<file path="src/design/psrr_pkg.sv">
// Shared types and constants for the process slot round-robin scheduler.
`default_nettype none
package psrr_pkg;

  // Default number of process slots, slot 0 being the idle task.
  localparam int SLOTS_DEFAULT = 8;

  // Payload field widths.
  localparam int FUNC_W    = 2;
  localparam int PID_W     = 4;
  localparam int RPID_W    = 5;
  localparam int STATUS_W  = 2;
  localparam int IN_DATA_W  = 8;
  localparam int OUT_DATA_W = 16;

  // Function codes of a request.
  localparam logic [FUNC_W-1:0] FUNC_ALLOC = 2'd0;
  localparam logic [FUNC_W-1:0] FUNC_EXIT  = 2'd1;
  localparam logic [FUNC_W-1:0] FUNC_YIELD = 2'd2;

  // Result status codes.
  localparam logic [STATUS_W-1:0] STATUS_OK      = 2'd0;
  localparam logic [STATUS_W-1:0] STATUS_NO_SLOT = 2'd1;
  localparam logic [STATUS_W-1:0] STATUS_BAD_PID = 2'd2;

  // Running id reported for the idle task.
  localparam logic [RPID_W-1:0] RPID_IDLE = 5'h1F;

  // Per-slot state codes.
  typedef enum logic [1:0] {
    SLOT_UNUSED = 2'd0,
    SLOT_READY  = 2'd1,
    SLOT_EXITED = 2'd2
  } slot_state_t;

  // Sequencer states.
  typedef enum logic [2:0] {
    SEQ_IDLE,
    SEQ_ALLOC,
    SEQ_EXIT,
    SEQ_YIELD,
    SEQ_DONE
  } seq_state_t;

endpackage
`default_nettype wire

</file>
<file path="src/design/process_slot_round_robin_scheduler.sv">
// Top level of the process slot round-robin scheduler with its scan sequencer.
//
// Requests enter on the s_tvalid/s_tready/s_tdata channel; each carries a
// function code (allocate, exit then yield, yield) and a target process id.
// Exactly one result leaves on m_tvalid/m_tready/m_tdata per request.
// A single slot-state read port and one compare unit are walked across the
// slot table, one slot per cycle, by a small sequencer:
//   allocate : accept, scan of up to SLOTS-1 slots, finish
//   exit     : accept, mark, scan of up to SLOTS slots, finish
//   yield    : accept, scan of up to SLOTS slots, finish
// An invalid exit id or an unknown code finishes right after the accept cycle.
// s_tready is high only while the sequencer waits for a request. The result
// sits in an output register, so a new request is taken while the previous
// result still waits; if the receiver stalls, the next finished result waits
// in the sequencer until the output register drains.
// Synchronous reset marks slot 0 (idle) ready, all others unused, makes the
// idle task the running one and empties the output register.
`default_nettype none
module process_slot_round_robin_scheduler #(
  parameter int SLOTS = psrr_pkg::SLOTS_DEFAULT
) (
  input  wire logic                            clk,
  input  wire logic                            rst,
  input  wire logic                            s_tvalid,
  output logic                                 s_tready,
  // s_tdata: func [1:0], target_pid [5:2], zero [7:6]
  input  wire logic [psrr_pkg::IN_DATA_W-1:0]  s_tdata,
  output logic                                 m_tvalid,
  input  wire logic                            m_tready,
  // m_tdata: status [1:0], new_pid [5:2], running_pid [10:6], switched [11],
  //          any_live [12], zero [15:13]
  output logic [psrr_pkg::OUT_DATA_W-1:0]      m_tdata
);

  localparam int IDX_W = $clog2(SLOTS);
  localparam int CNT_W = $clog2(SLOTS + 1);
  localparam logic [IDX_W-1:0] LAST_IDX = IDX_W'(SLOTS - 1);
  localparam logic [CNT_W-1:0] LAST_CNT = CNT_W'(SLOTS - 1);

  // Request fields.
  logic [psrr_pkg::FUNC_W-1:0] func;
  logic [psrr_pkg::PID_W-1:0]  target_pid;
  assign func       = s_tdata[1:0];
  assign target_pid = s_tdata[5:2];

  // Slot table and scheduler state.
  psrr_pkg::slot_state_t slot_state [SLOTS];
  logic [IDX_W-1:0] running_slot;
  logic [IDX_W-1:0] live_count;

  // Sequencer registers.
  psrr_pkg::seq_state_t state, state_next;
  logic [IDX_W-1:0] idx;
  logic [CNT_W-1:0] cnt;

  // Result fields being built.
  logic [psrr_pkg::STATUS_W-1:0] status;
  logic [psrr_pkg::PID_W-1:0]    new_pid;
  logic                          switched;

  // Decoded control.
  logic accept;
  logic out_free;
  logic bad_pid;
  logic hit_ready;
  logic alloc_end;
  logic yield_end;
  psrr_pkg::slot_state_t cur;
  logic [IDX_W-1:0] target_idx;
  logic [IDX_W-1:0] yield_start;
  logic [IDX_W-1:0] idx_wrap;
  logic [IDX_W-1:0] pick;
  logic [psrr_pkg::RPID_W-1:0] running_pid;

  // Shared read port and compare unit on the slot table.
  assign cur       = slot_state[idx];
  assign hit_ready = (idx != '0) && (cur == psrr_pkg::SLOT_READY);
  assign alloc_end = (cur == psrr_pkg::SLOT_UNUSED) || (idx == LAST_IDX);
  assign yield_end = hit_ready || (cnt == LAST_CNT);
  assign pick      = hit_ready ? idx : '0;

  // Round-robin index arithmetic.
  assign idx_wrap    = (idx == LAST_IDX) ? '0 : idx + 1'b1;
  assign yield_start = (running_slot == '0)       ? LAST_IDX :
                       (running_slot == LAST_IDX) ? '0 : running_slot + 1'b1;

  // Exit id checks: ids 0 and 1 and ids above the slot count are invalid.
  assign bad_pid    = (target_pid < 4'd2) || (32'(target_pid) > SLOTS);
  assign target_idx = IDX_W'(32'(target_pid) - 1);

  assign out_free = !m_tvalid || m_tready;
  assign accept   = s_tvalid && s_tready;

  // Next-state logic of the sequencer.
  always_comb begin
    state_next = state;
    unique case (state)
      psrr_pkg::SEQ_IDLE: begin
        if (accept) begin
          unique case (func)
            psrr_pkg::FUNC_ALLOC: state_next = psrr_pkg::SEQ_ALLOC;
            psrr_pkg::FUNC_EXIT:
              state_next = bad_pid ? psrr_pkg::SEQ_DONE : psrr_pkg::SEQ_EXIT;
            psrr_pkg::FUNC_YIELD: state_next = psrr_pkg::SEQ_YIELD;
            default:              state_next = psrr_pkg::SEQ_DONE;
          endcase
        end
      end
      psrr_pkg::SEQ_ALLOC: if (alloc_end) state_next = psrr_pkg::SEQ_DONE;
      psrr_pkg::SEQ_EXIT:  state_next = psrr_pkg::SEQ_YIELD;
      psrr_pkg::SEQ_YIELD: if (yield_end) state_next = psrr_pkg::SEQ_DONE;
      psrr_pkg::SEQ_DONE:  if (out_free) state_next = psrr_pkg::SEQ_IDLE;
      default:             state_next = psrr_pkg::SEQ_IDLE;
    endcase
  end

  // Output decode of the sequencer.
  always_comb begin
    s_tready = (state == psrr_pkg::SEQ_IDLE);
  end

  // Reported running id: -1 for the idle task, slot index plus one otherwise.
  assign running_pid = (running_slot == '0) ? psrr_pkg::RPID_IDLE :
                       psrr_pkg::RPID_W'(32'(running_slot) + 1);

  // State register, slot table, running slot and live count.
  always_ff @(posedge clk) begin
    if (rst) begin
      state        <= psrr_pkg::SEQ_IDLE;
      running_slot <= '0;
      live_count   <= '0;
      for (int s = 0; s < SLOTS; s++) begin
        slot_state[s] <= (s == 0) ? psrr_pkg::SLOT_READY : psrr_pkg::SLOT_UNUSED;
      end
    end else begin
      state <= state_next;
      unique case (state)
        psrr_pkg::SEQ_ALLOC: begin
          if (cur == psrr_pkg::SLOT_UNUSED) begin
            slot_state[idx] <= psrr_pkg::SLOT_READY;
            live_count      <= live_count + 1'b1;
          end
        end
        psrr_pkg::SEQ_EXIT: begin
          if (cur == psrr_pkg::SLOT_READY) begin
            live_count <= live_count - 1'b1;
          end
          slot_state[idx] <= psrr_pkg::SLOT_EXITED;
        end
        psrr_pkg::SEQ_YIELD: begin
          if (yield_end) begin
            running_slot <= pick;
          end
        end
        default: begin
        end
      endcase
    end
  end

  // Scan index, step count and result fields under construction.
  always_ff @(posedge clk) begin
    unique case (state)
      psrr_pkg::SEQ_IDLE: begin
        status   <= (func == psrr_pkg::FUNC_EXIT && bad_pid) ?
                    psrr_pkg::STATUS_BAD_PID : psrr_pkg::STATUS_OK;
        new_pid  <= '0;
        switched <= 1'b0;
        cnt      <= '0;
        unique case (func)
          psrr_pkg::FUNC_ALLOC: idx <= IDX_W'(1);
          psrr_pkg::FUNC_EXIT:  idx <= target_idx;
          default:              idx <= yield_start;
        endcase
      end
      psrr_pkg::SEQ_ALLOC: begin
        if (cur == psrr_pkg::SLOT_UNUSED) begin
          new_pid <= psrr_pkg::PID_W'(32'(idx) + 1);
        end else if (idx == LAST_IDX) begin
          status <= psrr_pkg::STATUS_NO_SLOT;
        end
        idx <= idx_wrap;
      end
      psrr_pkg::SEQ_EXIT: begin
        idx <= yield_start;
        cnt <= '0;
      end
      psrr_pkg::SEQ_YIELD: begin
        if (yield_end) begin
          switched <= (pick != running_slot);
        end else begin
          idx <= idx_wrap;
          cnt <= cnt + 1'b1;
        end
      end
      default: begin
      end
    endcase
  end

  // Output register: loads a finished result once the previous one is taken.
  always_ff @(posedge clk) begin
    if (rst) begin
      m_tvalid <= 1'b0;
    end else if (state == psrr_pkg::SEQ_DONE && out_free) begin
      m_tvalid <= 1'b1;
    end else if (m_tready) begin
      m_tvalid <= 1'b0;
    end
  end

  always_ff @(posedge clk) begin
    if (state == psrr_pkg::SEQ_DONE && out_free) begin
      m_tdata <= {3'b000, (live_count != '0), switched, running_pid, new_pid, status};
    end
  end

endmodule
`default_nettype wire

</file>
<file path="config.mk">
export PLATFORM = sky130hd
export DESIGN_NAME = process_slot_round_robin_scheduler
export DESIGN_NICKNAME = d
export VERILOG_FILES = /design/src/design/psrr_pkg.sv /design/src/design/process_slot_round_robin_scheduler.sv
export SDC_FILE = /design/constraint.sdc
export NUM_CORES = 1
export LEC_CHECK = 0
export ABC_AREA = 0
export BUFFER_PORTS_ARGS = -buffer_cell sky130_fd_sc_hd__buf_2
export CORE_UTILIZATION = 25
export CTS_BUF_LIST = sky130_fd_sc_hd__clkbuf_8 sky130_fd_sc_hd__clkbuf_16
export CTS_CLUSTER_DIAMETER = 30
export DETAILED_ROUTE_END_ITERATION = 6
export PLACE_DENSITY = 0.53
export SLEW_MARGIN = 30
export SYNTH_ARGS = -nofsm -noshare
export SYNTH_HDL_FRONTEND = slang
export SYNTH_SLANG_ARGS = --single-unit
export TNS_END_PERCENT = 30
</file>
<file path="constraint.sdc">
create_clock -name clk -period 3.2 [get_ports clk]
set_input_delay 0 -clock clk [delete_from_list [all_inputs] [get_ports clk]]
set_output_delay 0 -clock clk [all_outputs]
set_load 0.01 [all_outputs]
</file>
# Word level (Yosys, flattened, before mapping)
# Memory sizes are Yosys's and may differ from the RTL's. A register that Yosys moved wholly into a read port is not among the register bits.
# Index checks and enable logic that the tools add are counted.
# W data, S select, Z words.
# totals
out_inout_bits,18
regBits,37
ram_bits,16
word_cells,117
mem_count,1
# op_classes
n_bitwise,1
n_eq_ne,20
mux,43
reduce_logical,31
n_lt_le_gt_ge,2
add_sub_neg,8
# mem_list
name,words,width,rd,rd_clocked_by_memory_dff,write_ports,line_no,rtl
slot_state,8,2,1,1,8,process_slot_round_robin_scheduler.sv:47,psrr_pkg::slot_state_t slot_state [SLOTS];
# op_table
op,n
$mux W3,14
$ne A2 B2 Y1 const B,8
$pmux W4 S2,2
$pmux W3 S5,1
$mux W1,13
$pmux W3 S2,2
$pmux W3 S4,1
$mux W2,5
$reduce_and A2 Y1,5
$reduce_bool A2 Y1,5
$add A3 B1 Y3 const B,3
$eq A3 B3 Y1 const B,3
$pmux W3 S3,1
$add A3 B1 Y4 const B,2
$mux W4,2
$eq A3 B2 Y1 const B,2
$logic_not A3 Y1,2
$reduce_and A3 Y1,2
$reduce_bool A3 Y1,2
$sub A3 B1 Y3 const B,2
$add A4 B1 Y4 const B,1
$eq A2 B1 Y1 const B,2
$eq A4 B3 Y1 const B,1
$gt A4 B4 Y1 const B,1
15 further kinds,23

# Depth between registers and ports, before layout
# Gate-level depths: netlist of the first run.
# logic_depth
word_depth,8
mapped_depth,7

# Worst setup path before layout of the first run
# Ideal clock, no wire load.
# synth_path
kind,register -> register
from,register with a tool-made name
to,memory slot_state[4][0] (netlist name) (enable)
arrival_ps,2043
path_stages_with_launch,7
t_required_ps,2862
slack_ps,820
path_cell_list,dfxtp_1 > mux4_1 > mux2i_1 > buf_2 > and3_1 > o21ai_1 > o31ai_1
# synth_rtl
element,line_no
to (decl),process_slot_round_robin_scheduler.sv:47

==> run_results.csv, run 1 <==
group,metric,value,unit
outcome,outcome,"complete, no violations",
clocking,insertion_delay,0.31,ns
synth,synth_enable_flop_cells,43,
floorplanning,fp.dieArea,0.0117,mm^2
global_route,grtUsageTotal,11.2,%
global_route,grt_max_degree,18,
synth,ys_warn_count,0,
place,hpwl,4.56,mm
routing,wl_per_cell,14.8,um
floorplanning,rows,38,
power,switching_share,39.6,%
floorplanning,die_h,108,um
routing,drt_iter0_drc,91,
timing,final-setup-viol-count,0,
job,drv_cap,0,
clocking,max-clock-path-buffers,2,
synth,ys_async_sr_fraction,0,%
synth,ys_ff_latch,56,
synth,synth_area,0.00281,mm^2
synth,synth.distinct_cells,54,
timing,period_minus_slack,2.59,ns
timing,fin_skew,0.00948,ns
synth,synth_compound_area_share,12.1,%
place,io_buffers,24,
place,place.gp.congestion,0.760,
finish,synthToLayoutAreaGrowth,12.7,%
timing,relSlewSlack,58.5,%
timing,tightest_slew,0.623,ns
power,p_per_area,825,mW/mm^2
synth,synth_mux_area_share,7.21,%
routing,drt-total-wl,6.16,mm
global_route,overflow,0,
setup_path,required,3.18,ns
power,p_seq_share,46.6,%
floorplanning,ios,30,
power,p_int,1580,uW
global_route,grt_antenna_before_repair,0,
routing,dr.pass1.iters,4,
clocking,clock_sinks,56,
floorplanning,die-width,108,um
timing,finalSetupTns,0,ns
synth,synth_top_family_by_area,"simple AND/OR/NAND/NOR gates",
setup_path,endpoint_kind,"register",
synth,syn_inst,248,
timing,report.final.slew_viol_count,0,
finish,diodes,0,
timing,fmax,387,MHz
setup_path,rrSetupSlack,0.61,ns
clocking,numCtsBuffers,5,
timing,hold_violations,0,
floorplanning,start_util,25.8,%
min_path,hold_path_depth,3,
clocking,clk_pin_slew_worst_paths,0.09,ns
synth,synthSimpleGateAreaFrac,15.2,%
power,clkPwrFrac,14.4,%
synth,syn_avg_cell_area,11.3,um^2
power,combinationalPowerShare,39.1,%
finish,final_layout_size_suffix_gt1_share,16.0,%
setup_path,critical_path.cell_chain,"mux4_2, mux2i_1, and3_1, o21ai_1, o31ai_1",
floorplanning,coreArea,0.0109,mm^2
synth,ys.flop_type,"edfxtp_1",
finish,final_nets,295,
synth,synth_fa_ha_area_share,4.27,%
routing,drc,0,
setup_path,cpMaxStageDelayCell,"mux4_2",
clocking,cts_tree,"built",
setup_path,worst-setup-path-type,"register to register",
power,fin_total_pwr,2610,uW
synth,yosys.area_share.xor_xnor,1.56,%
global_route,grt_pass1_vias,1867,
global_route,grt_pass1_wl,9.85,mm
setup_path,cpPeakStageDelay,0.55,ns
power,p_switching,1030,uW
clocking,cts_max_level,2,
synth,synth-seq-area-share,55.2,%
clocking,cts_root_buffer,"clkbuf_8",
routing,ant_nets,0,
timing,grt_setup_unrepaired,"false",
setup_path,start_kind,"register",
routing,vias_per_cell,4.70,
timing,finalCritPeriodShare,80.8,%
setup_path,r2r.worst_path.cells,5,
routing,vias,1950,
power,p_leak,0.00118,uW
min_path,hp-class,"input pin to register",
clocking,cts_setup_buffers,0,
power,ir_worst_vdd,289,uV
clocking,cts-resized-gates,0,
finish,utilization,29.1,%
setup_path,worstPathMaxFanout,6,
setup_path,crit_arrival,2.57,ns
clocking,cts_hold_buf,0,
-- metal layers --
metal | vias up | global-route usage, % | wire length (um)
met2 | 54 | 17.8 | 2810
met4 | 0 | 3.91 | 82
met5 | - | 0 | 0
li1 | 952 | - | -
met3 | 7 | 1.63 | 324
met1 | 937 | 15.6 | 2950
-- cell usage after synthesis (2+ instances only) --
master,number,area (um^2)
a21o_1,2,15.0
nand2b_1,8,50.1
a211o_1,3,26.3
nor3_1,6,30.0
mux4_2,3,67.6
and2_1,2,12.5
o211ai_1,2,15.0
o31ai_1,4,30.0
nor2b_1,2,12.5
o32ai_1,2,17.5
buf_4,3,22.5
dfxtp_1,13,260
nand2_1,16,60.1
clkbuf_1,6,22.5
a31o_1,4,35.0
a21oi_1,8,40.0
mux2i_1,6,60.1
edfxtp_1,43,1290
mux2_1,3,33.8
xnor2_1,4,35.0
or3_1,4,25.0
nor2_1,27,101
o21ai_1,6,30.0
nand3_1,6,30.0
a221oi_1,2,17.5
o21ai_0,5,25.0
nor4_1,2,12.5
inv_2,5,18.8
and3_1,3,18.8
nand3b_1,2,15.0
o21a_1,2,15.0
inv_1,15,56.3
ha_1,8,100
-- cells by family (layout without fill, tap and decap cells) --
logic type	Yosys count	in the layout
XOR/XNOR	5	5
flip-flops	56	56
adder cells (fa/ha/maj)	9	9
buffers and inverters	30	55
multiplexers	14	14
other	1	3
AO/OA/AOI/OAI	48	48
AND/OR/NAND/NOR	85	85
-- critical path, delay by kind of cell (launching register included) --
family | cells | cell delay, ns
multiplexers | 2 | 0.97
AO/OA/AOI/OAI | 2 | 0.51
flip-flops | 1 | 0.47
AND/OR/NAND/NOR | 1 | 0.31
-- cell type report --
| cell class | count | area (um^2) |
|---|---|---|
| Tap cell | 140 | 175 |
| Timing Repair Buffer | 27 | 143 |
| Multi-Input combinational cell | 164 | 1140 |
| Inverter | 20 | 75.1 |
| Sequential cell | 56 | 1550 |
| Clock buffer | 5 | 68.8 |
| Fill cell | 1116 | 7720 |
| Clock inverter | 3 | 12.5 |
-- state kept, by name (all words and copies together) (netlist names), named ones only --
signal,cells
switched,1
state,3
new_pid,4
idx,3
slot_state,16
live_count,3
m_tvalid,1
cnt,4
m_tdata,13
running_slot,3
status,2
-- power by group through the flow --
stage / Clock [uW] / Combinational (uW) / Sequential (uW)
finish: 376 / 1020 / 1220
detailed placement: 0 / 1020 / 1240
global placement: 0 / 1000 / 1230
global route: 408 / 1140 / 1250
CTS: 383 / 1030 / 1220
floorplan: 0 / 758 / 1170
-- per-stage QoR --
step	worst slack (ns)	instances	cell area [um^2]	hold WS, ns
floorplan	0.820	250	2820	0.210
global placement	0.661	407	3090	0.325
detailed placement	0.580	407	3090	0.340
CTS	0.567	415	3170	0.00973
global route	0.375	415	3170	0.0457
finish	0.614	415	3170	0.0129
-- path summary, 6_finish.rpt --
check	start	end
setup / recovery	register	slot_state[4][1]
hold / removal	m_tready	m_tvalid
setup reg to reg	register	slot_state[4][1]
hold reg to reg	status[1]	m_tdata[1]
-- placed cells by master, fill, tap and decap left out, types with 4 or more instances in the layout --
master,Yosys,final
a21oi_1,8,8
a31o_1,4,4
buf_2,1,24
clkbuf_8,0,5
dfxtp_1,13,13
edfxtp_1,43,43
ha_1,8,8
inv_1,15,17
inv_2,5,5
mux2i_1,6,6
nand2_1,16,16
nand2b_1,8,8
nand3_1,6,6
nor2_1,27,27
nor3_1,6,6
o21ai_0,5,5
o21ai_1,6,6
o31ai_1,4,4
or3_1,4,4
xnor2_1,4,4
Note: power is estimated with default switching activity, not from simulation.
==> inputs of run 2 (changes only) <==
==> constraint.sdc (replaced) <==
create_clock -name clk -period 2.5 [get_ports clk]
set_input_delay 0 -clock clk [delete_from_list [all_inputs] [get_ports clk]]
set_output_delay 0 -clock clk [all_outputs]
set_load 0.01 [all_outputs]
==> run 2 against run 1 <==
Combinational power grew 40%. Wire length grew 1.0%. Power grew 36%. Clock skew grew 0.0028 ns. Die area is the same. Sequential cell count is the same. Critical path type unchanged. Largest power group unchanged.
==> run_results.csv, run 2 (synthesis gave the netlist of run 1 again) <==
group,metric,value,unit
setup_path,r2r.worst_path.cells,5,
routing,drc,0,
floorplanning,coreArea,0.0109,mm^2
setup_path,worstPathMaxFanout,6,
power,clkPwrFrac,16.8,%
timing,finalSetupTns,0,ns
global_route,grtUsageTotal,11.2,%
place,place.gp.congestion,0.817,
finish,final_layout_size_suffix_gt1_share,19.8,%
routing,drt-total-wl,6.22,mm
power,combinationalPowerShare,40.1,%
floorplanning,start_util,25.8,%
place,io_buffers,24,
place,hpwl,4.67,mm
routing,wl_per_cell,14.7,um
floorplanning,ios,30,
power,p_switching,1390,uW
floorplanning,fp.dieArea,0.0117,mm^2
timing,fin_skew,0.0123,ns
global_route,grt_pass1_wl,9.99,mm
floorplanning,die_h,108,um
timing,report.final.slew_viol_count,0,
global_route,grt_pass1_vias,1928,
timing,grt_setup_unrepaired,"false",
timing,hold_violations,0,
clocking,cts_setup_buffers,0,
routing,vias,1995,
timing,tightest_slew,0.654,ns
finish,top_regs,"slot_state x16, m_tdata x13",
min_path,min_from,"s_tdata[0]",
clocking,clock_sinks,56,
finish,layout_common_cells,"43 x edfxtp_1, 27 x nor2_1, 24 x buf_2",
global_route,busiest_layer,"met2",
power,ir_worst_vdd,419,uV
floorplanning,rows,38,
routing,drt_iter0_drc,124,
power,p_per_area,1090,mW/mm^2
setup_path,rrSetupSlack,0.15,ns
global_route,grtUsageMet3,1.81,%
routing,vias_per_cell,4.72,
global_route,grt_max_degree,20,
clocking,cts_tree,"built",
clocking,insertion_delay,0.32,ns
timing,final-setup-viol-count,0,
setup_path,critical_path.cell_chain,"mux4_2, mux2_4, or4_4, nand2_4, mux2_1",
finish,largest_register,"slot_state",
outcome,outcome,"complete, no violations",
setup_path,crit_arrival,2.56,ns
global_route,grt_util_met2,17.6,%
power,p_seq_share,43.1,%
timing,finalCritPeriodShare,94.0,%
timing,period_minus_slack,2.35,ns
finish,fill_cells,1120,
job,drv_cap,0,
power,p_int,2180,uW
setup_path,cpPeakStageDelay,0.56,ns
finish,final_nets,303,
clocking,numCtsBuffers,5,
clocking,clk_pin_slew_worst_paths,0.12,ns
power,switching_share,39.0,%
floorplanning,die-width,108,um
setup_path,start_kind,"register",
clocking,cts_root_buffer,"clkbuf_8",
setup_path,required,2.71,ns
global_route,grt_antenna_before_repair,0,
finish,final_common_cell,"edfxtp_1",
routing,ant_nets,0,
finish,utilization,30.1,%
setup_path,worst-setup-path-type,"register to register",
setup_path,cpMaxStageDelayCell,"or4_4",
min_path,hp-class,"input pin to register",
finish,largest_reg_flops,16,
timing,relSlewSlack,56.4,%
global_route,overflow,0,
global_route,grt_use_met1,15.7,%
finish,diodes,0,
clocking,max-clock-path-buffers,2,
setup_path,endpoint_kind,"register",
clocking,cts_max_level,2,
routing,dr.pass1.iters,4,
power,p_leak,0.00123,uW
finish,synthToLayoutAreaGrowth,16.5,%
timing,fmax,426,MHz
## run 2: per-stage QoR
stage	setup WS, ns	power, uW	instances	cell area (um^2)	hold WS, ns
finish	0.151	3570	423	3280	0.0375
global route	0.0792	3790	423	3280	0.0401
CTS	0.0580	3570	423	3260	0.0338
detailed placement	0.0844	2970	414	3140	0.350
global placement	0.0955	2940	414	3140	0.328
floorplan	0.120	2470	250	2820	0.210
## run 2: timing repair
| action | CTS | global route |
|---|---|---|
| gates resized for setup | 0 | 3 |
| hold buffers | 1 | 0 |
| setup endpoints to repair | 0 | 8 |
| endpoints found under the hold margin | 1 | 0 |
## run 2: how the worst min path moves through the flow
| stage | end | slack [ns] | cells after the start |
|---|---|---|---|
| after floorplan | state[0] | 0.21 | 2 |
| final | state[0] | 0.04 | 3 |
| after global routing | state[0] | 0.04 | 3 |
| after CTS | state[0] | 0.03 | 3 |
| after detailed placement | m_tvalid | 0.35 | 3 |
| after global placement | m_tvalid | 0.33 | 3 |
## run 2: final cells by class
type | count | area, um^2 | area share, %
Sequential cell | 56 | 1550 | 47.4
Multi-Input combinational cell | 164 | 1150 | 35.2
Timing Repair Buffer | 35 | 205 | 6.26
Tap cell | 140 | 175 | 5.35
Clock buffer | 6 | 93.8 | 2.86
Inverter | 20 | 75.1 | 2.29
Clock inverter | 2 | 20.0 | 0.611
## run 2: power groups by stage
stage / combinational [uW] / sequential, uW / clock, uW
finish: 1430 / 1540 / 599
floorplan: 970 / 1500 / 0
detailed placement: 1410 / 1560 / 0
CTS: 1420 / 1540 / 612
global placement: 1390 / 1550 / 0
global route: 1570 / 1570 / 647
## run 2: routing by layer
metal	wire (um)	up-vias
met4	78	0
li1	-	976
met5	0	-
met2	2810	42
met3	218	7
met1	3110	970
## run 2: worst max-delay path: cells and delay by family, from the launching register on
kind             cells  cell delay (ns)
multiplexers         3             1.15
AND/OR/NAND/NOR      2             0.67
flip-flops           1             0.41
==> inputs of run 3 (changes only) <==
--- a/config.mk
+++ b/config.mk
@@ -5,13 +5,13 @@
 export SDC_FILE = /design/constraint.sdc
 export NUM_CORES = 1
 export LEC_CHECK = 0
-export ABC_AREA = 0
+export ABC_AREA = 1
 export BUFFER_PORTS_ARGS = -buffer_cell sky130_fd_sc_hd__buf_2
 export CORE_UTILIZATION = 25
 export CTS_BUF_LIST = sky130_fd_sc_hd__clkbuf_8 sky130_fd_sc_hd__clkbuf_16
 export CTS_CLUSTER_DIAMETER = 30
 export DETAILED_ROUTE_END_ITERATION = 6
-export PLACE_DENSITY = 0.53
+export PLACE_DENSITY = 0.52
 export SLEW_MARGIN = 30
 export SYNTH_ARGS = -nofsm -noshare
 export SYNTH_HDL_FRONTEND = slang
==> run 3 against run 2 <==
Clock skew shrank 0.0035 ns. Setup slack gained 0.32 ns. Sequential cell count is the same. Via count grew 13%.
==> run_results.csv, run 3 <==
group,metric,value,unit
outcome,outcome,"complete, no violations",
setup_path,start_kind,"register",
power,p_seq_share,38.5,%
power,switching_share,41.9,%
clocking,clock_sinks,56,
synth,syn_inst,345,
floorplanning,start_util,25.6,%
synth,ys_ff_latch,56,
synth,syn_avg_cell_area,8.89,um^2
place,hpwl,4.95,mm
setup_path,required,2.51,ns
clocking,insertion_delay,0.30,ns
timing,fmax,492,MHz
power,clkPwrFrac,19.8,%
global_route,busiest_layer,"met2",
global_route,grt_util_met2,17.7,%
power,p_switching,1680,uW
floorplanning,die_h,113,um
synth,ys_async_sr_fraction,0,%
global_route,grtUsageTotal,10.6,%
finish,largest_register,"slot_state",
finish,ff_latch_area,0.00155,mm^2
floorplanning,ios,30,
timing,tightest_slew,0.587,ns
timing,period_minus_slack,2.03,ns
synth,yosysMostFrequentCell,"nand2_1",
floorplanning,rows,40,
synth,ys_warn_count,0,
global_route,grt_pass1_vias,2216,
setup_path,worstPathMaxFanout,9,
floorplanning,fp.dieArea,0.0127,mm^2
timing,relSlewSlack,60.8,%
finish,final_nets,395,
power,p_per_area,1140,mW/mm^2
setup_path,endpoint,"slot_state[5][0]",
setup_path,r2r.worst_path.cells,10,
global_route,grt_pass1_wl,10.6,mm
routing,drc,0,
synth,synth_area,0.00307,mm^2
finish,largest_reg_flops,16,
place,io_buffers,24,
place,place.gp.congestion,0.816,
global_route,grt_antenna_before_repair,0,
routing,drt-total-wl,6.32,mm
synth,synth_top_cells_by_area,"edfxtp_1 42%, nand2_1 8.7%, dfxtp_1 8.5%, inv_1 6.6%, nor2_1 4.7%",
timing,fin_skew,0.00879,ns
finish,top_regs,"slot_state x16, m_tdata x13",
finish,diodes,0,
setup_path,crit_arrival,2.04,ns
timing,fin_ws,0.467,ns
synth,synth-seq-area-share,50.6,%
clocking,max-clock-path-buffers,2,
routing,drt_iter0_drc,119,
min_path,hold_path_depth,4,
clocking,cts-resized-gates,0,
finish,final_layout_size_suffix_gt1_share,21.1,%
setup_path,rrSetupSlack,0.47,ns
timing,finalSetupTns,0,ns
power,combinationalPowerShare,41.7,%
finish,synthToLayoutAreaGrowth,15.2,%
synth,yosysTopAreaCellShare,42.1,%
setup_path,regToRegEndpoint,"slot_state[5][0]",
clocking,clk_pin_slew_worst_paths,0.07,ns
floorplanning,coreArea,0.0120,mm^2
timing,grt_setup_unrepaired,"false",
place,post-place-ws,0.456,ns
clocking,cts_root_buffer,"clkbuf_16",
clocking,cts_max_level,2,
floorplanning,die-width,113,um
timing,final-setup-viol-count,0,
routing,ant_nets,0,
synth,ys.flop_type,"edfxtp_1",
finish,multiInputGateArea,0.00122,mm^2
global_route,grtUsageMet3,1.77,%
global_route,grt_use_met1,13.8,%
synth,ys_top_cells_by_count,"71 x nand2_1, 54 x inv_1, 43 x edfxtp_1",
routing,vias_per_cell,4.32,
timing,hold_violations,0,
power,ir_worst_vdd,358,uV
finish,final_common_cell,"nand2_1",
job,drv_cap,0,
routing,wl_per_cell,12.1,um
setup_path,endpoint_kind,"register",
setup_path,worst-setup-path-type,"register to register",
timing,finalCritPeriodShare,81.3,%
power,p_int,2330,uW
synth,synth_enable_flop_cells,43,
clocking,numCtsBuffers,5,
global_route,overflow,0,
routing,vias,2255,
synth,yosys.area.top_type,"edfxtp_1",
finish,layout_common_cells,"71 x nand2_1, 54 x inv_1, 43 x edfxtp_1",
power,p_leak,0.00154,uW
min_path,hp-class,"input pin to register",
synth,synth.distinct_cells,36,
timing,report.final.slew_viol_count,0,
power,fin_total_pwr,4010,uW
finish,fill_cells,1265,
clocking,cts_tree,"built",
global_route,grt_max_degree,18,
routing,dr.pass1.iters,4,
## run 3: layout make-up
type / count / share of cell area (%)
inverter: 66 / 7.23
sequential: 56 / 43.9
tap: 147 / 5.21
timing repair buffer: 28 / 4.32
clock inverter: 3 / 1.20
multi-input combinational: 217 / 34.5
clock buffer: 5 / 3.54
## run 3: worst min-delay path by stage
stage | start | to
after floorplan | rst | live_count[2]
after global placement | rst | running_slot[2]
after detailed placement | rst | running_slot[1]
after CTS | m_tready | m_tvalid
after global routing | m_tready | m_tvalid
final | m_tready | m_tvalid
## run 3: metrics by stage
step | area, um^2 | hold WS [ns] | utilization, % | std cells
after CTS | 3530 | 0.0530 | 29.5 | 522
after detailed placement | 3350 | 0.310 | 28.0 | 513
after global routing | 3530 | 0.109 | 29.5 | 522
after floorplan | 3070 | 0.0691 | - | 347
final | 3530 | 0.0459 | 29.5 | 522
after global placement | 3350 | 0.296 | 28.0 | 513
## run 3: metal layers
metal  wire length, um  part of all wire [%]
met1              3030                    48
met2              2920                    46
met3               234                   3.7
met4               128                   2.0
met5                 0                     0
## run 3: repair_timing
item,CTS,global route
endpoints found under the hold margin,5,0
hold buffers,1,0
buffers inserted,0,0
## run 3: cells by family after synthesis
kind of cell | synth area share (%)
AND/OR/NAND/NOR | 28.4
buffers and inverters | 10.0
flip-flops | 50.6
AO/OA/AOI/OAI | 6.00
adder cells (fa/ha/maj) | 3.92
XOR/XNOR | 0.857
other | 0.122
## run 3: power groups by stage
stage	logic (uW)	clock network (uW)	registers, uW
4_1_cts	1690	816	1550
3_3_place_gp	1670	0	1560
2_1_floorplan	1320	0	1480
3_5_place_dp	1680	0	1570
5_1_grt	1890	841	1580
6_report	1670	796	1540
## run 3: worst max-delay path, stage by stage (launching register included)
cell and delay, ns:
dfxtp_1 0.59, nand2_1 0.10, nand3_1 0.12, nand3_1 0.10, nand2_2 0.14, nand3_4 0.10, nand2_2 0.10, nand2_4 0.09
inv_2 0.10, nand4_1 0.16, nand2_1 0.16
